===== config.mk =====
export PLATFORM = sky130hd
export DESIGN_NAME = key_value_table
export DESIGN_NICKNAME = d
export VERILOG_FILES = /design/src/rtl/kvt_pkg.sv /design/src/rtl/kvt_cell.sv /design/src/rtl/key_value_table.sv
export VERILOG_INCLUDE_DIRS = /design/src /design/src/rtl
export SDC_FILE = /design/constraint.sdc
export NUM_CORES = 1
export LEC_CHECK = 0
export CAP_MARGIN = 20
export CORE_MARGIN = 5
export CORE_UTILIZATION = 30
export CTS_BUF_LIST = sky130_fd_sc_hd__clkbuf_4
export DETAILED_ROUTE_END_ITERATION = 8
export DONT_BUFFER_PORTS = 1
export PLACE_DENSITY = 0.45
export SLEW_MARGIN = 20
export SYNTH_ARGS = -nofsm -noshare
export SYNTH_HDL_FRONTEND = slang
export SYNTH_HIERARCHICAL = 1
export SYNTH_SLANG_ARGS = --single-unit

===== constraint.sdc =====
create_clock -name clk -period 12.05 [get_ports clk]
set_input_delay 0 -clock clk [delete_from_list [all_inputs] [get_ports clk]]
set_output_delay 0 -clock clk [all_outputs]
set_load 0.005 [all_outputs]

===== src/rtl/assert_macros.svh =====
// Assertion macros used by the top level of the key-value table.
// Each macro expands to one labeled concurrent assertion on a rising clock.
`ifndef ASSERT_MACROS_SVH
`define ASSERT_MACROS_SVH

// Same-cycle implication, disabled while reset is asserted.
`define KVT_ASSERT_IMPL(label, clk, rst_n, ante, cons) \
  label: assert property (@(posedge clk) disable iff (!rst_n) (ante) |-> (cons)) \
    else $error("key_value_table: same-cycle check failed");

// Next-cycle implication, disabled while reset is asserted.
`define KVT_ASSERT_NEXT(label, clk, rst_n, ante, cons) \
  label: assert property (@(posedge clk) disable iff (!rst_n) (ante) |=> (cons)) \
    else $error("key_value_table: next-cycle check failed");

`endif


===== src/rtl/kvt_pkg.sv =====
// Package of the key-value table: field widths, operation and status codes,
// and the control struct that the top level hands to each storage cell.
`default_nettype none

package kvt_pkg;

  // Default sizes of the table.
  localparam int KVT_CAPACITY    = 8;
  localparam int KVT_KEY_WIDTH   = 32;
  localparam int KVT_VALUE_WIDTH = 32;

  // Fixed widths of the item fields.
  localparam int FUNC_W    = 2;
  localparam int STATUS_W  = 3;
  localparam int RDVAL_W   = 32;
  localparam int POS_W     = 3;
  localparam int CNT_OUT_W = 4;

  // Operation codes; the unused code behaves as a lookup.
  localparam logic [FUNC_W-1:0] FN_INSERT = 2'd0;
  localparam logic [FUNC_W-1:0] FN_REMOVE = 2'd1;
  localparam logic [FUNC_W-1:0] FN_LOOKUP = 2'd2;

  // Result status codes.
  localparam logic [STATUS_W-1:0] ST_INSERTED = 3'd0;
  localparam logic [STATUS_W-1:0] ST_UPDATED  = 3'd1;
  localparam logic [STATUS_W-1:0] ST_REMOVED  = 3'd2;
  localparam logic [STATUS_W-1:0] ST_HIT      = 3'd3;
  localparam logic [STATUS_W-1:0] ST_MISS     = 3'd4;
  localparam logic [STATUS_W-1:0] ST_FULL     = 3'd5;

  // Per-cell write controls: load a fresh pair, overwrite the value,
  // or take the pair held by the next cell up the chain.
  typedef struct packed {
    logic ins;
    logic upd;
    logic shift;
  } kvt_cell_ctl_t;

endpackage

`default_nettype wire


===== src/rtl/kvt_cell.sv =====
// One storage cell of the key-value table: a key and value register pair
// with its own key comparator. Depends on kvt_pkg for the control struct.
`default_nettype none

module kvt_cell #(
  parameter int KEY_WIDTH   = kvt_pkg::KVT_KEY_WIDTH,
  parameter int VALUE_WIDTH = kvt_pkg::KVT_VALUE_WIDTH
) (
  input  logic                   clk,
  input  kvt_pkg::kvt_cell_ctl_t ctl,
  input  logic                   active,
  input  logic [KEY_WIDTH-1:0]   req_key,
  input  logic [VALUE_WIDTH-1:0] req_value,
  input  logic [KEY_WIDTH-1:0]   nb_key,
  input  logic [VALUE_WIDTH-1:0] nb_value,
  output logic [KEY_WIDTH-1:0]   key_o,
  output logic [VALUE_WIDTH-1:0] value_o,
  output logic                   hit
);
  import kvt_pkg::*;

  logic [KEY_WIDTH-1:0]   key_r;
  logic [VALUE_WIDTH-1:0] value_r;

  // The pair is loaded, updated in place, or shifted down from the neighbor.
  always_ff @(posedge clk) begin
    if (ctl.ins) begin
      key_r   <= req_key;
      value_r <= req_value;
    end else if (ctl.upd) begin
      value_r <= req_value;
    end else if (ctl.shift) begin
      key_r   <= nb_key;
      value_r <= nb_value;
    end
  end

  // Only cells below the entry count take part in the match.
  assign hit     = active && (key_r == req_key);
  assign key_o   = key_r;
  assign value_o = value_r;

endmodule

`default_nettype wire


===== src/rtl/key_value_table.sv =====
// Top level of the key-value table: the chain of storage cells, the entry
// count, the result logic and the output register. Depends on kvt_pkg and kvt_cell.

// The table answers one item per clock cycle when it is not stalled. Every
// stored key is compared against the request in the same cycle by its own
// cell, so an insert, a remove with its shift toward the head, or a lookup
// completes at the edge that accepts the item, and its result sits in the
// output register from the next cycle on. A new item is taken while a result
// waits only if that result is taken in the same cycle; in_stall follows
// out_stall while a result is held. The table needs no clearing after reset:
// the entry count starts at zero and cells at or above the count never answer.
`default_nettype none

module key_value_table #(
  parameter int CAPACITY    = kvt_pkg::KVT_CAPACITY,
  parameter int KEY_WIDTH   = kvt_pkg::KVT_KEY_WIDTH,
  parameter int VALUE_WIDTH = kvt_pkg::KVT_VALUE_WIDTH
) (
  input  logic                           clk,
  input  logic                           rst_n,
  input  logic                           in_valid,
  output logic                           in_stall,
  input  logic [kvt_pkg::FUNC_W-1:0]     in_func,
  input  logic [KEY_WIDTH-1:0]           in_key,
  input  logic [VALUE_WIDTH-1:0]         in_value,
  output logic                           out_valid,
  input  logic                           out_stall,
  output logic [kvt_pkg::STATUS_W-1:0]   out_status,
  output logic                           out_found,
  output logic [kvt_pkg::RDVAL_W-1:0]    out_read_value,
  output logic [kvt_pkg::POS_W-1:0]      out_position,
  output logic [kvt_pkg::CNT_OUT_W-1:0]  out_entry_count,
  output logic                           out_empty_res
);
  import kvt_pkg::*;

`include "assert_macros.svh"

  localparam int IdxW = (CAPACITY > 1) ? $clog2(CAPACITY) : 1;
  localparam int CntW = $clog2(CAPACITY + 1);

  logic                   accept;
  logic                   op_insert;
  logic                   op_remove;
  logic                   full;
  logic                   any_hit;
  logic [IdxW-1:0]        hit_pos;
  logic [VALUE_WIDTH-1:0] hit_value;
  logic [CAPACITY-1:0]    hit_vec;
  logic [KEY_WIDTH-1:0]   key_q   [CAPACITY];
  logic [VALUE_WIDTH-1:0] value_q [CAPACITY];

  logic [CntW-1:0]        count_r, count_nxt;
  logic                   out_valid_r;
  logic [STATUS_W-1:0]    status_r, status_nxt;
  logic                   found_r;
  logic [RDVAL_W-1:0]     read_value_r, read_value_nxt;
  logic [POS_W-1:0]       position_r;
  logic [CNT_OUT_W-1:0]   entry_count_r;
  logic                   empty_r;

  // Handshake: a held result blocks the input only while it is stalled.
  assign in_stall  = out_valid_r & out_stall;
  assign accept    = in_valid & ~in_stall;
  assign op_insert = (in_func == FN_INSERT);
  assign op_remove = (in_func == FN_REMOVE);
  assign full      = (count_r == CntW'(CAPACITY));

  // Chain of cells; each one may take the pair of its upper neighbor.
  for (genvar gi = 0; gi < CAPACITY; gi++) begin : g_cell
    localparam logic [CntW-1:0] CellIdx = CntW'(gi);
    localparam logic [IdxW-1:0] CellPos = IdxW'(gi);

    kvt_cell_ctl_t          cell_ctl;
    logic [KEY_WIDTH-1:0]   nb_key;
    logic [VALUE_WIDTH-1:0] nb_value;

    if (gi < CAPACITY - 1) begin : g_nb
      assign nb_key   = key_q[gi+1];
      assign nb_value = value_q[gi+1];
    end else begin : g_last
      assign nb_key   = '0;
      assign nb_value = '0;
    end

    assign cell_ctl.ins   = accept && op_insert && !any_hit && !full && (count_r == CellIdx);
    assign cell_ctl.upd   = accept && op_insert && any_hit && (hit_pos == CellPos);
    assign cell_ctl.shift = accept && op_remove && any_hit && (CellPos >= hit_pos);

    kvt_cell #(
      .KEY_WIDTH  (KEY_WIDTH),
      .VALUE_WIDTH(VALUE_WIDTH)
    ) u_cell (
      .clk      (clk),
      .ctl      (cell_ctl),
      .active   (CellIdx < count_r),
      .req_key  (in_key),
      .req_value(in_value),
      .nb_key   (nb_key),
      .nb_value (nb_value),
      .key_o    (key_q[gi]),
      .value_o  (value_q[gi]),
      .hit      (hit_vec[gi])
    );
  end

  // Lowest matching cell gives the position and the stored value.
  always_comb begin
    any_hit   = |hit_vec;
    hit_pos   = '0;
    hit_value = '0;
    for (int i = CAPACITY - 1; i >= 0; i--) begin
      if (hit_vec[i]) begin
        hit_pos   = IdxW'(i);
        hit_value = value_q[i];
      end
    end
  end

  // Status, read value and new entry count for the request.
  always_comb begin
    count_nxt      = count_r;
    read_value_nxt = '0;
    status_nxt     = ST_MISS;
    case (in_func)
      FN_INSERT: begin
        if (any_hit) begin
          status_nxt = ST_UPDATED;
        end else if (full) begin
          status_nxt = ST_FULL;
        end else begin
          status_nxt = ST_INSERTED;
          count_nxt  = count_r + CntW'(1);
        end
      end
      FN_REMOVE: begin
        if (any_hit) begin
          status_nxt = ST_REMOVED;
          count_nxt  = count_r - CntW'(1);
        end
      end
      default: begin
        if (any_hit) begin
          status_nxt     = ST_HIT;
          read_value_nxt = RDVAL_W'(hit_value);
        end
      end
    endcase
  end

  // Control state: entry count and output valid.
  always_ff @(posedge clk) begin
    if (!rst_n) begin
      count_r     <= '0;
      out_valid_r <= 1'b0;
    end else begin
      if (accept) begin
        count_r <= count_nxt;
      end
      out_valid_r <= accept | (out_valid_r & out_stall);
    end
  end

  // Result register, loaded when an item is accepted.
  always_ff @(posedge clk) begin
    if (accept) begin
      status_r      <= status_nxt;
      found_r       <= any_hit;
      read_value_r  <= read_value_nxt;
      position_r    <= POS_W'(hit_pos);
      entry_count_r <= CNT_OUT_W'(count_nxt);
      empty_r       <= (count_nxt == '0);
    end
  end

  assign out_valid       = out_valid_r;
  assign out_status      = status_r;
  assign out_found       = found_r;
  assign out_read_value  = read_value_r;
  assign out_position    = position_r;
  assign out_entry_count = entry_count_r;
  assign out_empty_res   = empty_r;

  // Checks on the table's own bookkeeping.
  `KVT_ASSERT_IMPL(a_count_bound, clk, rst_n, 1'b1, count_r <= CntW'(CAPACITY))
  `KVT_ASSERT_IMPL(a_unique_hit, clk, rst_n, 1'b1, $onehot0(hit_vec))
  `KVT_ASSERT_NEXT(a_remove_count, clk, rst_n, accept && op_remove && any_hit, count_r == $past(count_r) - CntW'(1))
  `KVT_ASSERT_IMPL(a_full_held, clk, rst_n, out_valid_r && (status_r == ST_FULL), full)

endmodule

`default_nettype wire

# [After elaboration in Yosys (flattened, before gate mapping)]
# Cells that the tools add are included.
[op_classes] add_sub_neg=2 mul=0 n_div=0 order_cmp=16 eq_ne=32 shifts=0 muxes=72 bitwise_logic=5 n_reduce_logical=70
[ops] cell="$mux W32" count=55
[ops] cell="$eq A32 B32 Y1" count=8
[ops] cell="$logic_and A1 B1 Y1" count=38
[ops] cell="$mux W3" count=12
[ops] cell="$reduce_bool A3 Y1" count=8
[ops] cell="$eq A4 B3 Y1 const B" count=4
[ops] cell="$lt A3 B4 Y1 const A" count=4
[ops] cell="$ne A2 B1 Y1 const B" count=8
[ops] cell="$reduce_and A2 Y1" count=8
[ops] cell="$reduce_bool A2 Y1" count=8
[ops] cell="$eq A3 B3 Y1 const B" count=4
[ops] cell="$ge A3 B3 Y1 const A" count=4
[ops] cell="$mux W4" count=3
[ops] cell="$eq A4 B2 Y1 const B" count=2
[ops] cell="$logic_not A4 Y1" count=2
[ops] cell="$lt A1 B4 Y1 const A" count=2
[ops] cell="$lt A2 B4 Y1 const A" count=2
[ops] cell="$pmux W4 S2" count=1
[ops] cell="$reduce_or A8 Y1" count=1
[ops] cell="$eq A3 B2 Y1 const B" count=2
[ops] cell="$ge A1 B3 Y1 const A" count=2
[ops] cell="$ge A2 B3 Y1 const A" count=2
[ops] cell="$pmux W3 S2" count=1
[ops] cell="$add A4 B1 Y4 const B" count=1
[ops] cell="12 further kinds" count=15
[word_totals] regBits=561 latchBits=0 ramBits=0 rom_bits=0 in_bits=70 out_inout_bits=46 n_memories=0

# [Logic depth before layout (Yosys ltp)]
[depth] word_depth=15 depth_mapped=16 mapped_depth_nobuf=14

# [Cells and area by module]
# Netlist, hierarchy kept.
[by_module_without_submodules] mod="kvt_cell" instances=8 cells_per_inst=183 area_each_um2=3080.5 seq_area_each_um2=1921.8
[by_module_without_submodules] mod="key_value_table" instances=1 cells_per_inst=464 area_each_um2=4030.1 seq_area_each_um2=1421.4

# [Worst setup path after synthesis]
# Ideal clock, no wire load.
[synth_path] path_kind="register to register" from="register out_valid_r, in the netlist out_valid" to="register g_cell[3].u_cell.value_r[0], enable pin" arrival_ns=3.541 required_time_ns=11.660 path_slack_ns=8.119 path_stages_with_launch=8 n_path_buf=1 period_less_slack_ns=3.931 cell_sequence="dfxtp_1 -> nand2_1 -> nand2_1 -> inv_1 -> clkbuf_1 -> nand2_1 -> nor4_1 -> or3_1"
[synth_rtl] element="start, declared" line_no="key_value_table.sv:54" text="logic out_valid_r;"
[synth_rtl] element="start signal, assigned" line_no="key_value_table.sv:160" text="out_valid_r <= accept | (out_valid_r & out_stall);"
[synth_rtl] element="end signal, assigned" line_no="kvt_cell.sv:29" text="value_r <= req_value;"
[synth_rtl] element="end signal, assigned" line_no="kvt_cell.sv:31" text="value_r <= req_value;"
[synth_rtl] element="end signal, assigned" line_no="kvt_cell.sv:34" text="value_r <= nb_value;"
[synth_rtl] element="end, declared" line_no="kvt_cell.sv:23" text="logic [VALUE_WIDTH-1:0] value_r;"

==> run_results.csv <==
group,metric,value,unit
outcome,status,"completed",
sta,min_period_over_period,51.73,%
setup_path,worstPathMaxFanout,33,
detailed_routing,drtIter0Drc,959,
setup_path,endpoint_kind,"flip-flop",
yosys,synth_common_cells,"556 x edfxtp_1, 496 x mux2_2, 248 x xor2_1",
yosys,yosysTopAreaCellShare,58.23,%
die,core,0.09487,mm^2
yosys,ys_ff_latch,561,
setup_path,reg2reg_slack,5.82,ns
placed_design,place_ws,6.534,ns
power_and_ir_drop,p_comb_share,4.3,%
sta,fmax,160.4,MHz
sta,layout_min_cycle_time,6.234,ns
setup_path,crit_type,"reg2reg",
power_and_ir_drop,finalPower,4.140,mW
yosys,async_flop_share,0,%
sta,setup_viol,0,
power_and_ir_drop,internal_power,3.182,mW
power_and_ir_drop,p_sw,0.9579,mW
yosys,synth_edf_count,556,
detailed_routing,post_drt_wl_per_cell,21.60,um
detailed_routing,antenna_left,0,
setup_path,required,12.84,ns
sta,rsz0062_at_grt,"no",
sta,setup_slack,5.816,ns
die,die_y,319.2,um
sta,slew_headroom,26.07,%
setup_path,crit_arrival,7.03,ns
sta,slew_viol_final,0,
clocking,ctsLongestPathBuffers,3,
run,maxCapViolations,0,
setup_path,startpoint_type,"flip-flop",
power_and_ir_drop,p_leak,11.95,nW
die,die_w,319.2,um
yosys,yosys-top-cells-area,"edfxtp_1 58%, mux2_2 19%, xor2_1 7.6%",
die,fp-row-count,113,
worst_hold_path,hold_class,"in2reg",
sta,tns,0,ns
clocking,path_clk_slew,0.06,ns
sta,hold_viol_final,0,
layout,finalNetCount,2347,
die,io_pins,116,
clocking,cts_sinks,561,
clocking,cts-root-buf,"clkbuf_4",
placed_design,gp_congestion,0.7391,
power_and_ir_drop,power.density,121.0,mW/mm^2
clocking,clk_latency,1.05,ns
global_route,grtUsageTotal,15.23,%
sta,skew,0.1014,ns
die,start_util,30.22,%
layout,drive_above_1_share,34.88,%
global_route,grt_pass1_vias,19130,
placed_design,io_buffers,0,
global_route,grt_pass1_wl,118.3,mm
global_route,grt.overflow.total,0,
yosys,synth_warnings,6,
global_route,grt_max_degree,54,
yosys,synth_top_area_cell,"edfxtp_1",
yosys,synthMostInstantiatedCell,"edfxtp_1",
power_and_ir_drop,pwr-share-seq,52.1,%
yosys,synth_ff_type,"edfxtp_1",
yosys,synth_area_per_cell,14.87,um^2
layout,area_delta_synth_final,19.31,%
detailed_routing,drc_errors,0,
sta,worst_slew_pin_slew,1.102,ns
placed_design,place_hpwl,45.40,mm
yosys,ys_types,58,
power_and_ir_drop,sw_frac_of_total,23.14,%
detailed_routing,routed_wl,79.09,mm
yosys,ys_seq_area_share,58.58,%
detailed_routing,vias,17768,
power_and_ir_drop,clkPwrFrac,43.6,%
clocking,cts_tree,"yes",
die,die_area,0.1019,mm^2
yosys,netlist_area,0.02867,mm^2
detailed_routing,drt_pass1_iterations,5,
power_and_ir_drop,worst_ir_drop_vdd,76.47,uV
detailed_routing,vias_per_cell,4.852,
global_route,antenna_found_initial,4,
clocking,cts_buffers,164,
yosys,syn_inst,1928,
clocking,cts_max_level,4,
-- worst max-delay path: stages, from the launching register on --
cell and delay [ns]:
edfxtp_1 0.40, xor2_1 0.17, nor4_1 0.45, nand4_1 0.24, nor3_2 0.69, nor2b_4 1.00
o21ai_1 0.25, a21oi_1 0.22, nand2_1 0.14, dlygate4sd3_1 0.58, inv_1 0.09, nor3_1 0.10
nor2_4 0.42, buf_16 0.22, buf_16 0.15, mux2_2 0.33, dlygate4sd3_1 0.56
-- final timing paths --
kind	end	start	cells past startpoint
hold reg to reg	g_cell[1].u_cell/value_o[15]	g_cell[2].u_cell/value_o[15]	1
setup / recovery	g_cell[6].u_cell/value_o[27]	g_cell[7].u_cell/key_o[27]	16
setup reg to reg	g_cell[6].u_cell/value_o[27]	g_cell[7].u_cell/key_o[27]	16
hold / removal	out_position[1]	in_key[19]	8
-- power by group through the flow --
stage / logic, mW / registers, mW / clock network, mW
floorplan: 0.0876 / 2.19 / 0
global placement: 0.105 / 2.20 / 0
detailed placement: 0.108 / 2.20 / 0
CTS: 0.181 / 2.16 / 1.89
global route: 0.195 / 2.15 / 2.00
finish: 0.179 / 2.15 / 1.81
-- sequential cells by signal, summed over array words and instances (netlist names) --
register	flops
out_position	3
count_r	4
out_status	3
out_valid	1
out_entry_count	4
out_found	1
g_cell.u_cell/value_o	256
out_empty_res	1
g_cell.u_cell/key_o	256
out_read_value	32
-- per-layer routing --
| layer | vias up | GRT usage [%] | wire length [um] | part of all wire (%) |
|---|---|---|---|---|
| met4 | 2 | 5.495 | 1841 | 2.3 |
| met5 | - | 0 | 13 | 0.016 |
| li1 | 8246 | - | - | - |
| met1 | 8917 | 20.06 | 36350 | 46 |
| met3 | 138 | 3.906 | 4146 | 5.2 |
| met2 | 465 | 24.39 | 36750 | 46 |
-- area by class of cell --
cell class                 instances  area, um^2
antenna                            6       15.01
clock buffer                     245        1839
clock inverter                    40       247.7
fill                            9297       60660
inverter                          48       180.2
multi-input combinational       1278       11370
sequential                       561       16800
tap                             1265        1583
timing repair buffer             219        2177
-- stage by stage --
stage | hold WS (ns) | instances | area (um^2) | util (%)
2_1_floorplan | 0.1033 | 1991 | 28910 | -
6_report | 0.1682 | 3662 | 34210 | 36.06
3_5_place_dp | 0.1195 | 3183 | 30220 | 31.86
4_1_cts | 0.0006160 | 3655 | 34180 | 36.03
3_3_place_gp | 0.1141 | 3180 | 30140 | 31.77
5_1_grt | 0.06610 | 3661 | 34210 | 36.06
-- cell usage in the layout, fill, tap and decap left out, types with 10 or more instances in the layout --
| cell type | n |
|---|---|
| o221ai_1 | 27 |
| conb_1 | 64 |
| mux2_1 | 16 |
| clkbuf_4 | 245 |
| o211a_1 | 27 |
| nand4_1 | 11 |
| nor4_1 | 59 |
| nand3_1 | 18 |
| inv_1 | 46 |
| a221oi_1 | 60 |
| nand2_1 | 22 |
| xnor2_1 | 11 |
| a21o_1 | 10 |
| edfxtp_1 | 556 |
| clkinv_1 | 23 |
| nor2_1 | 19 |
| buf_4 | 28 |
| a21oi_1 | 43 |
| dlygate4sd3_1 | 187 |
| nor3_1 | 16 |
| mux2_2 | 496 |
| xor2_1 | 248 |
| o21ai_0 | 33 |
-- cells by family (layout without fill, tap and decap cells) --
family          count (synthesis)  count (layout)  share of synthesized area (%)
xor+xnor                      259             259                          7.911
mux                           512             512                          20.11
fa+ha+maj                       5               5                         0.2182
compound gates                231             231                          6.030
other cells                     1              70                        0.01308
simple gates                  207             207                          4.355
buf+inv                       152             552                          2.788
flops                         561             561                          58.58
-- what timing repair did --
item,in CTS,in global routing
gates resized for setup,0,0
setup endpoints to repair,0,0
hold buffers,187,0
buffers inserted,0,0
endpoints found under the hold margin,788,0
No activity file was read; power rests on OpenSTA's default activity.
